<file path="src/design/gwwlb_pkg.sv">
// ----------------------------------------------------------------------------
// gwwlb_pkg
// Shared types, character codes and break codes of the greedy word-wrap
// line breaker.
// ----------------------------------------------------------------------------
package gwwlb_pkg;

  localparam int TAIL_DEPTH_DEFAULT    = 32;
  localparam int POSITION_BITS_DEFAULT = 16;
  localparam int QUEUE_DEPTH           = 2;

  localparam logic [7:0] CHAR_CR    = 8'd13;
  localparam logic [7:0] CHAR_LF    = 8'd10;
  localparam logic [7:0] CHAR_SPACE = 8'd32;
  localparam logic [7:0] CHAR_TAB   = 8'd9;

  typedef logic [1:0] break_kind_t;
  localparam break_kind_t KIND_LINE_END  = 2'd0;
  localparam break_kind_t KIND_WRAP_SPACE = 2'd1;
  localparam break_kind_t KIND_WRAP_WORD = 2'd2;
  localparam break_kind_t KIND_OVERFLOW  = 2'd3;

  typedef logic [1:0] char_class_t;
  localparam char_class_t CLS_GLYPH = 2'd0;
  localparam char_class_t CLS_SPACE = 2'd1;
  localparam char_class_t CLS_CR    = 2'd2;
  localparam char_class_t CLS_LF    = 2'd3;

  typedef logic [1:0] reg_index_t;
  localparam reg_index_t REG_WRAP_ENABLE    = 2'd0;
  localparam reg_index_t REG_WRAP_WIDTH     = 2'd1;
  localparam reg_index_t REG_START_POSITION = 2'd2;

  typedef struct packed {
    logic [7:0] char_code;
    logic [7:0] glyph_width;
    logic       end_of_text;
  } in_item_t;

  typedef struct packed {
    logic [15:0] break_position;
    break_kind_t break_kind;
    logic        last_of_run;
  } out_item_t;

  // Classified character as it travels from front to back
  typedef struct packed {
    char_class_t cls;
    logic [7:0]  width;
    logic        eot;
  } class_item_t;

  // Decoded configuration write
  typedef struct packed {
    logic        wr_enable;
    logic        wr_width;
    logic        wr_start;
    logic [15:0] data;
  } cfg_write_t;

endpackage

</file>
<file path="src/design/gwwlb_front.sv">
// ----------------------------------------------------------------------------
// gwwlb_front
// Accepts characters, classifies them and tags each with its text position.
// ----------------------------------------------------------------------------
module gwwlb_front #(
  parameter int POSITION_BITS = gwwlb_pkg::POSITION_BITS_DEFAULT
) (
  input  logic                      clk,
  input  logic                      rst_n,
  input  gwwlb_pkg::cfg_write_t     cfg,
  input  logic                      in_valid,
  output logic                      in_stall,
  input  gwwlb_pkg::in_item_t       in_data,
  input  logic                      q_full,
  output logic                      push,
  output gwwlb_pkg::class_item_t    push_item,
  output logic [POSITION_BITS-1:0]  push_pos
);

  logic [POSITION_BITS-1:0] pos_r;
  logic [POSITION_BITS-1:0] pos_nxt;
  logic [15:0]              start_r;
  gwwlb_pkg::char_class_t   cls;

  assign in_stall = q_full;
  assign push     = in_valid && !q_full;

  always_comb begin
    case (in_data.char_code)
      gwwlb_pkg::CHAR_CR:    cls = gwwlb_pkg::CLS_CR;
      gwwlb_pkg::CHAR_LF:    cls = gwwlb_pkg::CLS_LF;
      gwwlb_pkg::CHAR_SPACE,
      gwwlb_pkg::CHAR_TAB:   cls = gwwlb_pkg::CLS_SPACE;
      default:               cls = gwwlb_pkg::CLS_GLYPH;
    endcase
  end

  assign push_item.cls   = cls;
  assign push_item.width = in_data.glyph_width;
  assign push_item.eot   = in_data.end_of_text;
  assign push_pos        = pos_r;

  // reload the start position after the final character of a text
  assign pos_nxt = in_data.end_of_text ? POSITION_BITS'(start_r)
                                       : pos_r + POSITION_BITS'(1);

  always_ff @(posedge clk) begin
    if (!rst_n) begin
      pos_r   <= '0;
      start_r <= '0;
    end else if (cfg.wr_start) begin
      start_r <= cfg.data;
      pos_r   <= POSITION_BITS'(cfg.data);
    end else if (push) begin
      pos_r <= pos_nxt;
    end
  end

endmodule

</file>
<file path="src/design/gwwlb_queue.sv">
// ----------------------------------------------------------------------------
// gwwlb_queue
// Short request queue between the classifying front and the break engine.
// ----------------------------------------------------------------------------
module gwwlb_queue #(
  parameter int DATA_BITS = $bits(gwwlb_pkg::class_item_t)
                            + gwwlb_pkg::POSITION_BITS_DEFAULT
) (
  input  logic                 clk,
  input  logic                 rst_n,
  input  logic                 push,
  input  logic [DATA_BITS-1:0] push_data,
  output logic                 full,
  input  logic                 pop,
  output logic                 head_valid,
  output logic [DATA_BITS-1:0] head_data
);

  localparam int Depth    = gwwlb_pkg::QUEUE_DEPTH;
  localparam int PtrBits  = (Depth > 1) ? $clog2(Depth) : 1;
  localparam int CntBits  = $clog2(Depth + 1);

  logic [DATA_BITS-1:0] entries_r [Depth];
  logic [PtrBits-1:0]   wr_ptr_r;
  logic [PtrBits-1:0]   rd_ptr_r;
  logic [CntBits-1:0]   count_r;

  assign full       = (count_r == CntBits'(Depth));
  assign head_valid = (count_r != '0);
  assign head_data  = entries_r[rd_ptr_r];

  always_ff @(posedge clk) begin
    if (push) begin
      entries_r[wr_ptr_r] <= push_data;
    end
  end

  always_ff @(posedge clk) begin
    if (!rst_n) begin
      wr_ptr_r <= '0;
      rd_ptr_r <= '0;
      count_r  <= '0;
    end else begin
      if (push) begin
        wr_ptr_r <= (wr_ptr_r == PtrBits'(Depth - 1)) ? '0 : wr_ptr_r + PtrBits'(1);
      end
      if (pop) begin
        rd_ptr_r <= (rd_ptr_r == PtrBits'(Depth - 1)) ? '0 : rd_ptr_r + PtrBits'(1);
      end
      if (push && !pop) begin
        count_r <= count_r + CntBits'(1);
      end else if (pop && !push) begin
        count_r <= count_r - CntBits'(1);
      end
    end
  end

endmodule

</file>
<file path="src/design/gwwlb_back.sv">
// ----------------------------------------------------------------------------
// gwwlb_back
// Break engine: keeps the line state, buffers the word tail, re-walks it
// after a wrap behind a space and delivers breaks through an output register.
// ----------------------------------------------------------------------------
module gwwlb_back #(
  parameter int TAIL_DEPTH    = gwwlb_pkg::TAIL_DEPTH_DEFAULT,
  parameter int POSITION_BITS = gwwlb_pkg::POSITION_BITS_DEFAULT
) (
  input  logic                      clk,
  input  logic                      rst_n,
  input  gwwlb_pkg::cfg_write_t     cfg,
  input  logic                      head_valid,
  input  gwwlb_pkg::class_item_t    head_item,
  input  logic [POSITION_BITS-1:0]  head_pos,
  output logic                      pop,
  output logic                      out_valid,
  input  logic                      out_stall,
  output gwwlb_pkg::out_item_t      out_data
);

  localparam int IdxBits = $clog2(TAIL_DEPTH);
  localparam int CntBits = $clog2(TAIL_DEPTH + 1);

  localparam logic [1:0] ST_HEAD   = 2'd0;
  localparam logic [1:0] ST_REWALK = 2'd1;
  localparam logic [1:0] ST_FLUSH  = 2'd2;

  // configuration
  logic        wrap_en_r;
  logic [15:0] wrap_width_r;

  // line state
  logic [1:0]               state_r, state_nxt;
  logic [15:0]              lw_r, lw_nxt;
  logic                     bv_r, bv_nxt;
  logic [POSITION_BITS-1:0] bp_r, bp_nxt;
  logic [CntBits-1:0]       tc_r, tc_nxt;
  logic                     pcr_r, pcr_nxt;
  logic [CntBits-1:0]       n_r, n_nxt;
  logic [CntBits-1:0]       idx_r, idx_nxt;
  logic [POSITION_BITS-1:0] q_r, q_nxt;

  // tail store
  logic [7:0] tail_mem [TAIL_DEPTH];
  logic [7:0] rd_data_r;
  logic       mem_we;

  // result staging
  logic                     held_v_r, held_v_nxt;
  gwwlb_pkg::out_item_t     held_r, held_nxt;
  logic                     out_valid_r;
  gwwlb_pkg::out_item_t     out_data_r;
  logic                     out_load;
  gwwlb_pkg::out_item_t     out_load_data;
  logic                     out_free;

  // step signals
  logic                     step_act;
  logic                     step_done;
  logic                     res_v;
  logic [POSITION_BITS-1:0] res_pos;
  gwwlb_pkg::break_kind_t   res_kind;
  logic [1:0]               step_state;
  logic                     need_out;
  logic                     adv;
  gwwlb_pkg::out_item_t     res_item;

  // helpers
  logic                     is_space;
  logic                     bv_e;
  logic [POSITION_BITS-1:0] bp_e;
  logic [CntBits-1:0]       tc_e;
  logic [16:0]              sum_head;
  logic                     fit_head;
  logic                     at_cur;
  logic [7:0]               rw_w;
  logic [POSITION_BITS-1:0] rw_pos;
  logic [16:0]              sum_rw;
  logic                     fit_rw;
  logic [POSITION_BITS-1:0] pos_inc;
  logic [15:0]              base_lw;

  assign out_free  = !out_valid_r || !out_stall;
  assign out_valid = out_valid_r;
  assign out_data  = out_data_r;

  assign is_space = (head_item.cls == gwwlb_pkg::CLS_SPACE);
  assign bv_e     = is_space ? 1'b1 : bv_r;
  assign bp_e     = is_space ? head_pos : bp_r;
  assign tc_e     = is_space ? '0 : tc_r;
  assign pos_inc  = head_pos + POSITION_BITS'(1);
  assign sum_head = {1'b0, lw_r} + 17'(head_item.width);
  assign fit_head = !wrap_en_r || (lw_r == '0) || (sum_head <= {1'b0, wrap_width_r});

  assign at_cur   = (idx_r == n_r);
  assign rw_w     = at_cur ? head_item.width : rd_data_r;
  assign rw_pos   = at_cur ? head_pos : q_r;
  assign sum_rw   = {1'b0, lw_r} + 17'(rw_w);
  assign fit_rw   = !wrap_en_r || (lw_r == '0) || (sum_rw <= {1'b0, wrap_width_r});

  always_comb begin
    state_nxt  = state_r;
    lw_nxt     = lw_r;
    bv_nxt     = bv_r;
    bp_nxt     = bp_r;
    tc_nxt     = tc_r;
    pcr_nxt    = pcr_r;
    n_nxt      = n_r;
    idx_nxt    = idx_r;
    q_nxt      = q_r;
    mem_we     = 1'b0;
    step_act   = 1'b0;
    step_done  = 1'b0;
    res_v      = 1'b0;
    res_pos    = head_pos;
    res_kind   = gwwlb_pkg::KIND_LINE_END;
    step_state = state_r;
    base_lw    = lw_r;

    case (state_r)
      ST_HEAD: begin
        step_act = head_valid;
        if (pcr_r) begin
          // resolve the CR held over from the previous character
          pcr_nxt = 1'b0;
          lw_nxt  = '0;
          bv_nxt  = 1'b0;
          bp_nxt  = '0;
          tc_nxt  = '0;
          res_v   = 1'b1;
          if (head_item.cls == gwwlb_pkg::CLS_LF) begin
            res_pos   = pos_inc;
            step_done = 1'b1;
          end
        end else begin
          case (head_item.cls)
            gwwlb_pkg::CLS_CR: begin
              lw_nxt    = '0;
              bv_nxt    = 1'b0;
              bp_nxt    = '0;
              tc_nxt    = '0;
              step_done = 1'b1;
              if (head_item.eot) begin
                res_v   = 1'b1;
                res_pos = pos_inc;
              end else begin
                pcr_nxt = 1'b1;
              end
            end
            gwwlb_pkg::CLS_LF: begin
              lw_nxt    = '0;
              bv_nxt    = 1'b0;
              bp_nxt    = '0;
              tc_nxt    = '0;
              res_v     = 1'b1;
              res_pos   = pos_inc;
              step_done = 1'b1;
            end
            default: begin
              bv_nxt = bv_e;
              bp_nxt = bp_e;
              tc_nxt = tc_e;
              if (fit_head) begin
                step_done = 1'b1;
                if (!is_space && bv_e) begin
                  if (tc_e < CntBits'(TAIL_DEPTH)) begin
                    mem_we = 1'b1;
                    tc_nxt = tc_e + CntBits'(1);
                  end else begin
                    // tail store full: drop the break point
                    bv_nxt = 1'b0;
                    tc_nxt = '0;
                    if (wrap_en_r) begin
                      res_v    = 1'b1;
                      res_kind = gwwlb_pkg::KIND_OVERFLOW;
                      base_lw  = '0;
                    end
                  end
                end
                if (base_lw == lw_r) begin
                  lw_nxt = sum_head[16] ? 16'hFFFF : sum_head[15:0];
                end else begin
                  lw_nxt = 16'(head_item.width);
                end
              end else if (!bv_e || (bp_e == head_pos)) begin
                step_done = 1'b1;
                res_v     = 1'b1;
                res_kind  = gwwlb_pkg::KIND_WRAP_WORD;
                lw_nxt    = 16'(head_item.width);
                tc_nxt    = '0;
                bv_nxt    = is_space;
                bp_nxt    = is_space ? head_pos : '0;
              end else begin
                // wrap behind the space, then re-walk the buffered tail
                res_v      = 1'b1;
                res_kind   = gwwlb_pkg::KIND_WRAP_SPACE;
                res_pos    = bp_e + POSITION_BITS'(1);
                lw_nxt     = '0;
                bv_nxt     = 1'b0;
                bp_nxt     = '0;
                tc_nxt     = '0;
                n_nxt      = tc_e;
                idx_nxt    = '0;
                q_nxt      = bp_e + POSITION_BITS'(1);
                step_state = ST_REWALK;
              end
            end
          endcase
        end
      end
      ST_REWALK: begin
        step_act = 1'b1;
        if (fit_rw) begin
          lw_nxt = sum_rw[16] ? 16'hFFFF : sum_rw[15:0];
        end else begin
          res_v    = 1'b1;
          res_kind = gwwlb_pkg::KIND_WRAP_WORD;
          res_pos  = rw_pos;
          lw_nxt   = 16'(rw_w);
        end
        if (at_cur) begin
          step_done = 1'b1;
        end else begin
          idx_nxt = idx_r + CntBits'(1);
          q_nxt   = q_r + POSITION_BITS'(1);
        end
      end
      default: begin
        step_act = 1'b0;
      end
    endcase

    // end of text: back to the start state
    if (step_done && head_item.eot) begin
      lw_nxt  = '0;
      bv_nxt  = 1'b0;
      bp_nxt  = '0;
      tc_nxt  = '0;
      pcr_nxt = 1'b0;
    end
  end

  assign res_item.break_position = 16'(res_pos);
  assign res_item.break_kind     = res_kind;
  assign res_item.last_of_run    = 1'b0;

  // A result is held back one step so that its last-of-run mark is known.
  always_comb begin
    need_out      = 1'b0;
    adv           = 1'b0;
    out_load      = 1'b0;
    out_load_data = held_r;
    held_v_nxt    = held_v_r;
    held_nxt      = held_r;
    if (state_r == ST_FLUSH) begin
      out_load                  = out_free;
      out_load_data.last_of_run = 1'b1;
      if (out_free) begin
        held_v_nxt = 1'b0;
      end
    end else if (step_act) begin
      need_out = (held_v_r && (res_v || step_done)) || (!held_v_r && res_v && step_done);
      adv      = !need_out || out_free;
      if (adv) begin
        if (held_v_r && res_v) begin
          out_load = 1'b1;
          held_nxt = res_item;
        end else if (held_v_r && step_done) begin
          out_load                  = 1'b1;
          out_load_data.last_of_run = 1'b1;
          held_v_nxt                = 1'b0;
        end else if (res_v && step_done) begin
          out_load                  = 1'b1;
          out_load_data             = res_item;
          out_load_data.last_of_run = 1'b1;
        end else if (res_v) begin
          held_v_nxt = 1'b1;
          held_nxt   = res_item;
        end
      end
    end
  end

  assign pop = adv && step_done;

  // tail store, registered read one entry ahead of the re-walk
  always_ff @(posedge clk) begin
    if (adv && mem_we) begin
      tail_mem[tc_e[IdxBits-1:0]] <= head_item.width;
    end
    rd_data_r <= tail_mem[(adv ? idx_nxt[IdxBits-1:0] : idx_r[IdxBits-1:0])];
  end

  always_ff @(posedge clk) begin
    if (out_load) begin
      out_data_r <= out_load_data;
    end
    held_r <= held_nxt;
    n_r    <= adv ? n_nxt : n_r;
    q_r    <= adv ? q_nxt : q_r;
  end

  always_ff @(posedge clk) begin
    if (!rst_n) begin
      wrap_en_r    <= 1'b0;
      wrap_width_r <= '0;
      state_r      <= ST_HEAD;
      lw_r         <= '0;
      bv_r         <= 1'b0;
      bp_r         <= '0;
      tc_r         <= '0;
      pcr_r        <= 1'b0;
      idx_r        <= '0;
      held_v_r     <= 1'b0;
      out_valid_r  <= 1'b0;
    end else begin
      if (cfg.wr_enable) begin
        wrap_en_r <= cfg.data[0];
      end
      if (cfg.wr_width) begin
        wrap_width_r <= cfg.data;
      end
      held_v_r <= held_v_nxt;
      if (out_load) begin
        out_valid_r <= 1'b1;
      end else if (!out_stall) begin
        out_valid_r <= 1'b0;
      end
      if (state_r == ST_FLUSH) begin
        if (out_free) begin
          state_r <= ST_HEAD;
        end
      end else if (adv) begin
        lw_r  <= lw_nxt;
        bv_r  <= bv_nxt;
        bp_r  <= bp_nxt;
        tc_r  <= tc_nxt;
        pcr_r <= pcr_nxt;
        idx_r <= idx_nxt;
        if (step_done) begin
          state_r <= (held_v_r && res_v) ? ST_FLUSH : ST_HEAD;
        end else begin
          state_r <= step_state;
        end
      end
      if (cfg.wr_start) begin
        lw_r  <= '0;
        bv_r  <= 1'b0;
        bp_r  <= '0;
        tc_r  <= '0;
        pcr_r <= 1'b0;
      end
    end
  end

endmodule

</file>
<file path="src/design/greedy_word_wrap_line_breaker.sv">
// A break enters the output register at the engine step that ends its item or yields the
// item's next break. The engine takes one character a cycle while the queue holds one and
// the output is free; a character behind a lone CR takes an extra step, a wrap behind a space
// re-walks the buffered glyphs, and a break behind another at an item's end adds a flush
// state; output stalls hold the engine. Reset (synchronous, rst_n low) clears control registers,
// queue and line state; the tail store is not cleared, as only entries below the count are read.
// ----------------------------------------------------------------------------
// greedy_word_wrap_line_breaker
// Greedy word-wrap line breaker: classifying front, request queue and break
// engine with its tail store and output register.
// ----------------------------------------------------------------------------
module greedy_word_wrap_line_breaker #(
  parameter int TAIL_DEPTH    = gwwlb_pkg::TAIL_DEPTH_DEFAULT,
  parameter int POSITION_BITS = gwwlb_pkg::POSITION_BITS_DEFAULT
) (
  input  logic                   clk,
  input  logic                   rst_n,
  input  logic                   cfg_valid,
  output logic                   cfg_ready,
  input  gwwlb_pkg::reg_index_t  cfg_index,
  input  logic [15:0]            cfg_data,
  input  logic                   in_valid,
  output logic                   in_stall,
  input  gwwlb_pkg::in_item_t    in_data,
  output logic                   out_valid,
  input  logic                   out_stall,
  output gwwlb_pkg::out_item_t   out_data
);

  localparam int ItemBits = $bits(gwwlb_pkg::class_item_t);
  localparam int QBits    = ItemBits + POSITION_BITS;

  gwwlb_pkg::cfg_write_t     cfg;
  logic                      cfg_wr;
  logic                      q_full;
  logic                      push;
  gwwlb_pkg::class_item_t    push_item;
  logic [POSITION_BITS-1:0]  push_pos;
  logic                      pop;
  logic                      head_valid;
  logic [QBits-1:0]          head_data;
  gwwlb_pkg::class_item_t    head_item;
  logic [POSITION_BITS-1:0]  head_pos;

  // decode the register write; an index beyond the list is dropped
  assign cfg_ready     = 1'b1;
  assign cfg_wr        = cfg_valid && cfg_ready;
  assign cfg.wr_enable = cfg_wr && (cfg_index == gwwlb_pkg::REG_WRAP_ENABLE);
  assign cfg.wr_width  = cfg_wr && (cfg_index == gwwlb_pkg::REG_WRAP_WIDTH);
  assign cfg.wr_start  = cfg_wr && (cfg_index == gwwlb_pkg::REG_START_POSITION);
  assign cfg.data      = cfg_data;

  gwwlb_front #(
    .POSITION_BITS (POSITION_BITS)
  ) u_front (
    .clk       (clk),
    .rst_n     (rst_n),
    .cfg       (cfg),
    .in_valid  (in_valid),
    .in_stall  (in_stall),
    .in_data   (in_data),
    .q_full    (q_full),
    .push      (push),
    .push_item (push_item),
    .push_pos  (push_pos)
  );

  gwwlb_queue #(
    .DATA_BITS (QBits)
  ) u_queue (
    .clk        (clk),
    .rst_n      (rst_n),
    .push       (push),
    .push_data  ({push_pos, push_item}),
    .full       (q_full),
    .pop        (pop),
    .head_valid (head_valid),
    .head_data  (head_data)
  );

  assign head_item = head_data[ItemBits-1:0];
  assign head_pos  = head_data[QBits-1:ItemBits];

  gwwlb_back #(
    .TAIL_DEPTH    (TAIL_DEPTH),
    .POSITION_BITS (POSITION_BITS)
  ) u_back (
    .clk        (clk),
    .rst_n      (rst_n),
    .cfg        (cfg),
    .head_valid (head_valid),
    .head_item  (head_item),
    .head_pos   (head_pos),
    .pop        (pop),
    .out_valid  (out_valid),
    .out_stall  (out_stall),
    .out_data   (out_data)
  );

endmodule
</file>
<file path="config.mk">
export PLATFORM = sky130hd
export DESIGN_NAME = greedy_word_wrap_line_breaker
export DESIGN_NICKNAME = d
export VERILOG_FILES = /design/src/design/gwwlb_pkg.sv /design/src/design/gwwlb_front.sv /design/src/design/gwwlb_queue.sv /design/src/design/gwwlb_back.sv /design/src/design/greedy_word_wrap_line_breaker.sv
export SDC_FILE = /design/constraint.sdc
export NUM_CORES = 1
export LEC_CHECK = 0
export BUFFER_PORTS_ARGS = -buffer_cell sky130_fd_sc_hd__buf_2
export CORE_UTILIZATION = 32
export DETAILED_ROUTE_END_ITERATION = 8
export PLACE_DENSITY = 0.47
export SLEW_MARGIN = 20
export SYNTH_ARGS = -nofsm -noshare
export SYNTH_HDL_FRONTEND = slang
export SYNTH_SLANG_ARGS = --single-unit
</file>
<file path="constraint.sdc">
create_clock -name clk -period 6.65 [get_ports clk]
set_input_delay 0.3325 -clock clk [delete_from_list [all_inputs] [get_ports clk]]
set_output_delay 0.3325 -clock clk [all_outputs]
set_load 0.05 [all_outputs]
</file>
; ---- Yosys cells after proc, flatten, opt, wreduce, memory -nomap -nowiden
; Memory sizes are Yosys's and may differ from the RTL's. A register that Yosys moved wholly into a read port is not among the register bits.
; Index checks and enable logic that the tools add are counted.
[word_totals]
mem_count = 2
out_inout_bits = 22
word_cells = 294
regBits = 163
ram_bits = 310
[mem_list]
columns = name, words, width, rd, rd_clocked_by_memory_dff, write_ports, line_no
row1 = u_back.tail_mem, 32, 8, 1, 1, 1, gwwlb_back.sv:45  ; logic [7:0] tail_mem [TAIL_DEPTH];
row2 = u_queue.entries_r, 2, 27, 1, 1, 1, gwwlb_queue.sv:23  ; logic [DATA_BITS-1:0] entries_r [Depth];
[op_classes]
n_addsub = 12
n_bitwise = 6
n_mux = 155
eq_ne = 30
reduce_logical = 61
n_lt_le_gt_ge = 3
[ops]
columns = operator, count
row1 = two-way mux 16 bit, 38
row2 = two-way mux 19 bit, 8
row3 = one-hot mux 16 bit (2 select lines), 4
row4 = two-way mux 6 bit, 13
row5 = adder 16 x 1 -> 16 bit (second input constant), 4
row6 = two-way mux 1 bit, 60
row7 = two-way mux 2 bit, 20
row8 = two-way mux 18 bit, 2
row9 = adder 16 x 8 -> 17 bit, 2
row10 = <= comparator 17 x 16 -> 1 bit, 2
row11 = equality test 16 bit, 2
row12 = equality test 8 x 4 -> 1 bit (second input constant), 3
row13 = AND reduction 6 bit, 3
row14 = nonzero test 2 bit, 9
row15 = logical AND 1 bit, 16
row16 = zero test 16 bit, 1
row17 = two-way mux 8 bit, 2
row18 = AND reduction 7 bit, 2
row19 = adder 6 x 1 -> 6 bit (second input constant), 2
row20 = one-hot mux 6 bit (2 select lines), 1
row21 = equality test 2 bit (second input constant), 5
row22 = zero test 1 bit, 10
row23 = != test 2 x 1 -> 1 bit (second input constant), 5
row24 = != test 2 bit (second input constant), 5
row25 = other kinds (22), 48

; ---- Longest topological paths before layout
[logic_depth]
ltp_word = 20
ltp_mapped = 33

; ---- By module
; From an unflattened synthesis, not the netlist that was laid out.
[unflattened]
hier_cells = 2299
area_unflattened_um2 = 24938.9
[modules_own_cells]
columns = module, area_per_inst_um2, instances, cells_per_inst
row1 = gwwlb_back, 20832.5, 1, 1951
row2 = gwwlb_queue, 2174.6, 1, 106
row3 = gwwlb_front, 1890.6, 1, 237
row4 = greedy_word_wrap_line_breaker, 41.3, 1, 5

; ---- Least setup slack after synthesis
; Ideal clock, no wire load.
[synth_path]
path_kind = register to register
from = register with a tool-made name
to = register u_back.held_r[10] (netlist bit), enable pin
path_buffers = 7
setup_slack_ns = -0.721
path_stages_with_launch = 29
period_less_slack_ns = 7.371
t_arrival_ns = 6.979
path_cell_list = dfxtp_1 -> buf_6 -> buf_6 -> clkbuf_1 -> buf_1 -> mux2_2 -> mux2_2 -> ha_1 -> a21oi_1 -> o21bai_1 -> a21o_1 -> a21oi_1 -> nor2b_1 -> o31ai_1 -> nor3_1 -> xor2_1 -> ha_1 -> nand3_1 -> nor4_1 -> and3_1 -> a31oi_1 -> o211ai_1 -> o2bb2ai_1 -> o211ai_2 -> nand2b_1 -> buf_4 -> clkbuf_1 -> clkbuf_1 -> nor2_1
[synth_rtl]
columns = element, line_no
row1 = "end signal, assigned", gwwlb_back.sv:299  ; held_r <= held_nxt;
row2 = "end, declared", gwwlb_back.sv:51  ; gwwlb_pkg::out_item_t held_r, held_nxt;

; ---- Worst setup path in the final report
[layout_path]
from = register u_back.n_r[5]
to = register u_back.rd_data_r[6], read port of u_back.tail_mem
[layout_between]
elab_chain_len = 15
elab_cells_between_ends = 21
classes_between = add/sub (1) / order compare (1) / eq/ne (1) / mux (10) / reduce/logical (8)
[layout_rtl]
columns = element, line_no
row1 = "start, declared", gwwlb_back.sv:40  ; logic [CntBits-1:0] n_r, n_nxt;
row2 = "start signal, assigned", gwwlb_back.sv:300  ; n_r <= adv ? n_nxt : n_r;
row3 = equality test 6 bit (*), gwwlb_back.sv:96  ; assign at_cur = (idx_r == n_r);
row4 = two-way mux 8 bit, gwwlb_back.sv:97  ; assign rw_w = at_cur ? head_item.width : rd_data_r;
row5 = adder 16 x 8 -> 17 bit, gwwlb_back.sv:99  ; assign sum_rw = {1'b0, lw_r} + 17'(rw_w);
row6 = <= comparator 17 x 16 -> 1 bit, gwwlb_back.sv:100  ; assign fit_rw = !wrap_en_r || (lw_r == '0) || (sum_rw <= {1'b0, wrap_width_r});
row7 = logical OR 1 bit, gwwlb_back.sv:100
row8 = two-way mux 1 bit, gwwlb_back.sv:214  ; if (fit_rw) begin
row9 = one-hot mux 1 bit (2 select lines), gwwlb_back.sv:121  ; case (state_r)
row10 = logical OR 1 bit / logical AND 1 bit (equally long branches), gwwlb_back.sv:263  ; need_out = (held_v_r && (res_v || step_done)) || (!held_v_r && res_v && step_done);
row11 = logical AND 1 bit, gwwlb_back.sv:263
row12 = logical OR 1 bit, gwwlb_back.sv:263
row13 = zero test 1 bit, gwwlb_back.sv:264  ; adv = !need_out || out_free;
row14 = logical OR 1 bit, gwwlb_back.sv:264
row15 = two-way mux 1 bit, gwwlb_back.sv:262  ; end else if (step_act) begin
row16 = two-way mux 1 bit, gwwlb_back.sv:256  ; if (state_r == ST_FLUSH) begin
row17 = two-way mux 5 bit (*), gwwlb_back.sv:292  ; rd_data_r <= tail_mem[(adv ? idx_nxt[IdxBits-1:0] : idx_r[IdxBits-1:0])];
row18 = "end, declared", gwwlb_back.sv:46  ; logic [7:0] rd_data_r;
; Mark *: on every way between the ends. The rest lies on a longest branch, timed or not. The select of a mux whose other input is x is not followed.
; A chain may end at the register's enable or synchronous reset.

==> reports/results.md <==
| Quantity | Value |
|---|---|
| IO Port Bufs | 60 |
| Critical path capture point type | flop |
| Average instance area after synthesis | 11.4 sq um |
| Number of global-route vias before repair | 17401 |
| Layout cell share with drive strength beyond 1 | 0.230 |
| Internal power component | 7.47 mW |
| Detailed-route vias per instance | 5.29 |
| Most frequent cells after synthesis | sky130_fd_sc_hd__edfxtp_1 (369), sky130_fd_sc_hd__nor2_1 (192), sky130_fd_sc_hd__nand2_1 (188) |
| Number of violations of the max-capacitance limit | 0 |
| Total half-perimeter wirelength after legalization and detailed placement | 51500 um |
| Cell Rows | 101 |
| Endpoints failing hold | 0 |
| Number of library cell types mapped by synthesis | 86 |
| Total power per unit cell area | 394 nW/um^2 |
| Most used flip-flop cell after synthesis | sky130_fd_sc_hd__edfxtp_1 |
| Number of enable-type register cells in the synthesized netlist | 369 |
| Vertical die dimension | 279 um |
| Clk network pwr share | 0.265 |
| Slowest cell on the critical path | sky130_fd_sc_hd__edfxtp_1 |
| Ys Warns | 0 |
| Number of iterations in the first detailed-routing pass | 5 |
| Endpoints failing setup | 0 |
| Post-synthesis sequential element count | 481 |
| Number of vias after detailed routing | 17793 |
| Hold slack | 0.0242 ns |
| H-Tree Depth | 2 |
| Initial antenna violation count | 1 |
| Top post-synthesis cells by area | sky130_fd_sc_hd__edfxtp_1 (45%), sky130_fd_sc_hd__dfxtp_1 (9.1%), sky130_fd_sc_hd__mux2i_1 (6.1%) |
| Crit Path Category | reg -> reg |
| Global Route Usage Sum | 0.180 |
| Antenna cell count | 0 |
| Cell at the root of the clock tree | sky130_fd_sc_hd__clkbuf_16 |
| Worst-case vdd ir drop | 0.211 mV |
| Required @ worst endpoint | 7.20 ns |
| Post-route fraction of the period consumed by the critical path | 0.968 |
| Worst Max-Slew Pin Slew | 1.04 ns |
| Clock tree from TritonCTS | done |
| Worst EP arrival | 6.99 ns |
| Result of the run | finished, final reports clean |
| Cell count after synthesis | 2156 |
| Worst Clk Skew | 0.0555 ns |
| Critical Path Max Stage Delay | 0.38 ns |
| Total Wirelength | 72600 um |
| Weighted congestion at the end of routability-driven global placement | 0.887 |
| Worst slew margin relative to its limit | 0.287 |
| Highest clock rate | 0.155 GHz |
| Area delta synth->final | 22.8% |
| Core region area | 75800 sq um |
| Net count after synthesis | 2258 |
| Worst-Skew Late Latency | 0.62 ns |
| Number of antenna-violating nets in the routed design | 0 |
| Ys async rst share | 0 |
| Post-layout min period | 6.44 ns |
| Max Buffers Root-to-Sink | 3 |
| Switching pwr | 4.39 mW |
| Comb power frac | 0.406 |
| Die area | 77700 sq um |
| Number of DRC violations after detailed routing | 0 |
| Effective utilization at floorplan | 0.323 |
| Number of primary I/O pins | 62 |
| Count of pins over their slew limit | 0 |
| Unrepaired setup endpoints after global routing | true |
| GRT Residual Overflow | 0 |
| Area share of the largest cell type after synthesis | 0.452 |
| Most used standard cell by instance count after synthesis | sky130_fd_sc_hd__edfxtp_1 |
| Number of DRC markers after the initial detailed-route iteration | 1233 |
| DR WL/cell | 21.6 um |
| Sequential-to-total area share from yosys stat | 0.544 |
| Die boundary width | 279 um |
| Wire length of the first global-routing pass | 107000 um |
| Highest net fanout along the worst path | 8 |
| Yosys top cell by area | sky130_fd_sc_hd__edfxtp_1 |
| Type of element launching the critical path | flop |
| Hold Path Class | in -> reg |
| Net Sw Frac | 0.370 |
| Clock-pin slew on the worst setup and hold paths | 0.06 ns |
| Portion of total power attributed to sequential cells | 0.328 |
| Final core utilization | 0.397 |
| Area of the mapped netlist | 24500 sq um |
| Most prevalent standard cell on the critical path | sky130_fd_sc_hd__a21oi_2 |
| Reported leakage power | 10.3 nW |
| Filler cells | 7266 |
| Power Total | 11.9 mW |
| Pin count of the biggest net entering global routing | 41 |
| Final layout net count | 2444 |
| Total number of clock tree sinks | 481 |
| Number of buffers created by CTS | 53 |
layout make-up:
| class | count | area, sq um | area share |
|---|---|---|---|
| Inverter | 46 | 173 | 0.00574 |
| Tap cell | 978 | 1220 | 0.0406 |
| Clock inverter | 37 | 513 | 0.0170 |
| Timing Repair Buffer | 250 | 2590 | 0.0859 |
| Multi-Input combinational cell | 1510 | 10900 | 0.362 |
| Sequential cell | 481 | 13300 | 0.443 |
| Clock buffer | 63 | 1380 | 0.0460 |
routing by layer:
metal  track usage  share of wire  wire, um
met5             0        0.00018        13
met4        0.0564          0.028      2060
met3        0.0271          0.046      3310
met2         0.290           0.46     33200
met1         0.249           0.47     34100
state kept, by name, summed over array words and instances (netlist names), named ones only:
signal               flops
u_back.tail_mem        256
u_back.idx_r             6
u_back.q_r              16
u_back.n_r               6
u_back.rd_data_r         8
u_back.wrap_en_r         1
u_back.bv_r              1
u_back.tc_r              6
u_back.out_valid         1
u_queue.count_r          2
u_back.out_data         19
u_back.held_r           18
u_back.lw_r             16
u_queue.rd_ptr_r         1
u_back.state_nxt         2
u_back.bp_r             16
u_queue.wr_ptr_r         1
u_back.wrap_width_r     16
u_back.held_v_r          1
u_front.start_r         16
u_back.pcr_r             1
u_queue.entries_r       54
u_front.push_pos        16
timing repair:
item / in CTS / in global routing
pin swaps: 2 / 50
cloned: 1 / 8
endpoints found under the hold margin: 31 / 0
resized for setup: 10 / 90
setup buffers: 1 / 15
endpoints found under the setup margin: 167 / 330
hold buffers: 23 / 0
power by group through the flow:
stage / Clock [mW] / Combinational (mW) / Sequential (mW)
after CTS: 3.23 / 4.35 / 3.89
final: 3.15 / 4.82 / 3.90
after global routing: 3.34 / 5.21 / 3.92
after floorplan: 0 / 2.66 / 3.97
after detailed placement: 0 / 4.24 / 3.95
after global placement: 0 / 4.19 / 3.95
metrics by stage:
stage	cells	worst slack (ns)	TNS [ns]	instance area (sq um)
global route	3365	-0.105	-1.11	30100
floorplan	2156	-0.0597	-12.40	24600
global placement	3218	-0.187	-0.900	27200
detailed placement	3218	-0.194	-1.14	27200
finish	3365	0.210	0	30100
CTS	3343	0.0139	0	29400
logic make-up after synthesis:
group / Yosys count / synth area share
adders and majority gates: 63 / 0.0327
DFF: 481 / 0.544
buffers and inverters: 165 / 0.0329
AOI/OAI and AO/OA: 465 / 0.119
other: 1 / 0.000153
and+or+nand+nor: 610 / 0.117
muxes: 270 / 0.119
xor gates and xnor gates: 101 / 0.0361
final timing paths:
path                                          start                     end  slack (ns)  cells past startpoint
worst min-delay path                    cfg_data[9]  u_back.wrap_width_r[9]        0.02                      3
worst min register to register  u_front.start_r[15]     u_front.start_r[15]        0.45                      2
worst max-delay path                  u_back.n_r[5]     u_back.rd_data_r[6]        0.21                     33
worst max register to register        u_back.n_r[5]     u_back.rd_data_r[6]        0.21                     33
placed cells by master, fill, tap and decap left out, types with 12 or more instances in the layout:
cell type                       Yosys  layout
sky130_fd_sc_hd__buf_6             14      12
sky130_fd_sc_hd__dlygate4sd3_1      0      23
sky130_fd_sc_hd__dfxtp_1          112     111
sky130_fd_sc_hd__buf_2             10      60
sky130_fd_sc_hd__buf_12             0      47
sky130_fd_sc_hd__nor4_1            18      16
sky130_fd_sc_hd__nor3_1            22      19
sky130_fd_sc_hd__inv_1             44      44
sky130_fd_sc_hd__o22ai_1           19      18
sky130_fd_sc_hd__nand3_1           59      58
sky130_fd_sc_hd__a21oi_1          164     159
sky130_fd_sc_hd__edfxtp_1         369     369
sky130_fd_sc_hd__o21ai_0           90      90
sky130_fd_sc_hd__o211ai_1          15      15
sky130_fd_sc_hd__and3_1            28      27
sky130_fd_sc_hd__mux2i_1          149     148
sky130_fd_sc_hd__and4_1            12      12
sky130_fd_sc_hd__xor2_1            36      35
sky130_fd_sc_hd__a22oi_1           66      43
sky130_fd_sc_hd__clkbuf_16          0      60
sky130_fd_sc_hd__nor2_2             1      34
sky130_fd_sc_hd__xnor2_1           65      63
sky130_fd_sc_hd__nand2_1          188     188
sky130_fd_sc_hd__nand4_1           15      15
sky130_fd_sc_hd__mux2_2           107      86
sky130_fd_sc_hd__nor2_1           192     156
sky130_fd_sc_hd__mux2_4             2      23
sky130_fd_sc_hd__ha_1              60      57
sky130_fd_sc_hd__buf_4              9      98
sky130_fd_sc_hd__a22oi_2            0      23
sky130_fd_sc_hd__clkinvlp_4         0      12
critical path, delay by kind of cell, from the launching register on:
| family | cells | cell delay, ns |
|---|---|---|
| adders and majority gates | 2 | 0.59 |
| and+or+nand+nor | 9 | 1.29 |
| AOI/OAI and AO/OA | 14 | 2.55 |
| DFF | 1 | 0.38 |
| muxes | 1 | 0.32 |
| buffers and inverters | 5 | 0.89 |
| xor gates and xnor gates | 2 | 0.34 |
Power figures use the tool's default switching activity.
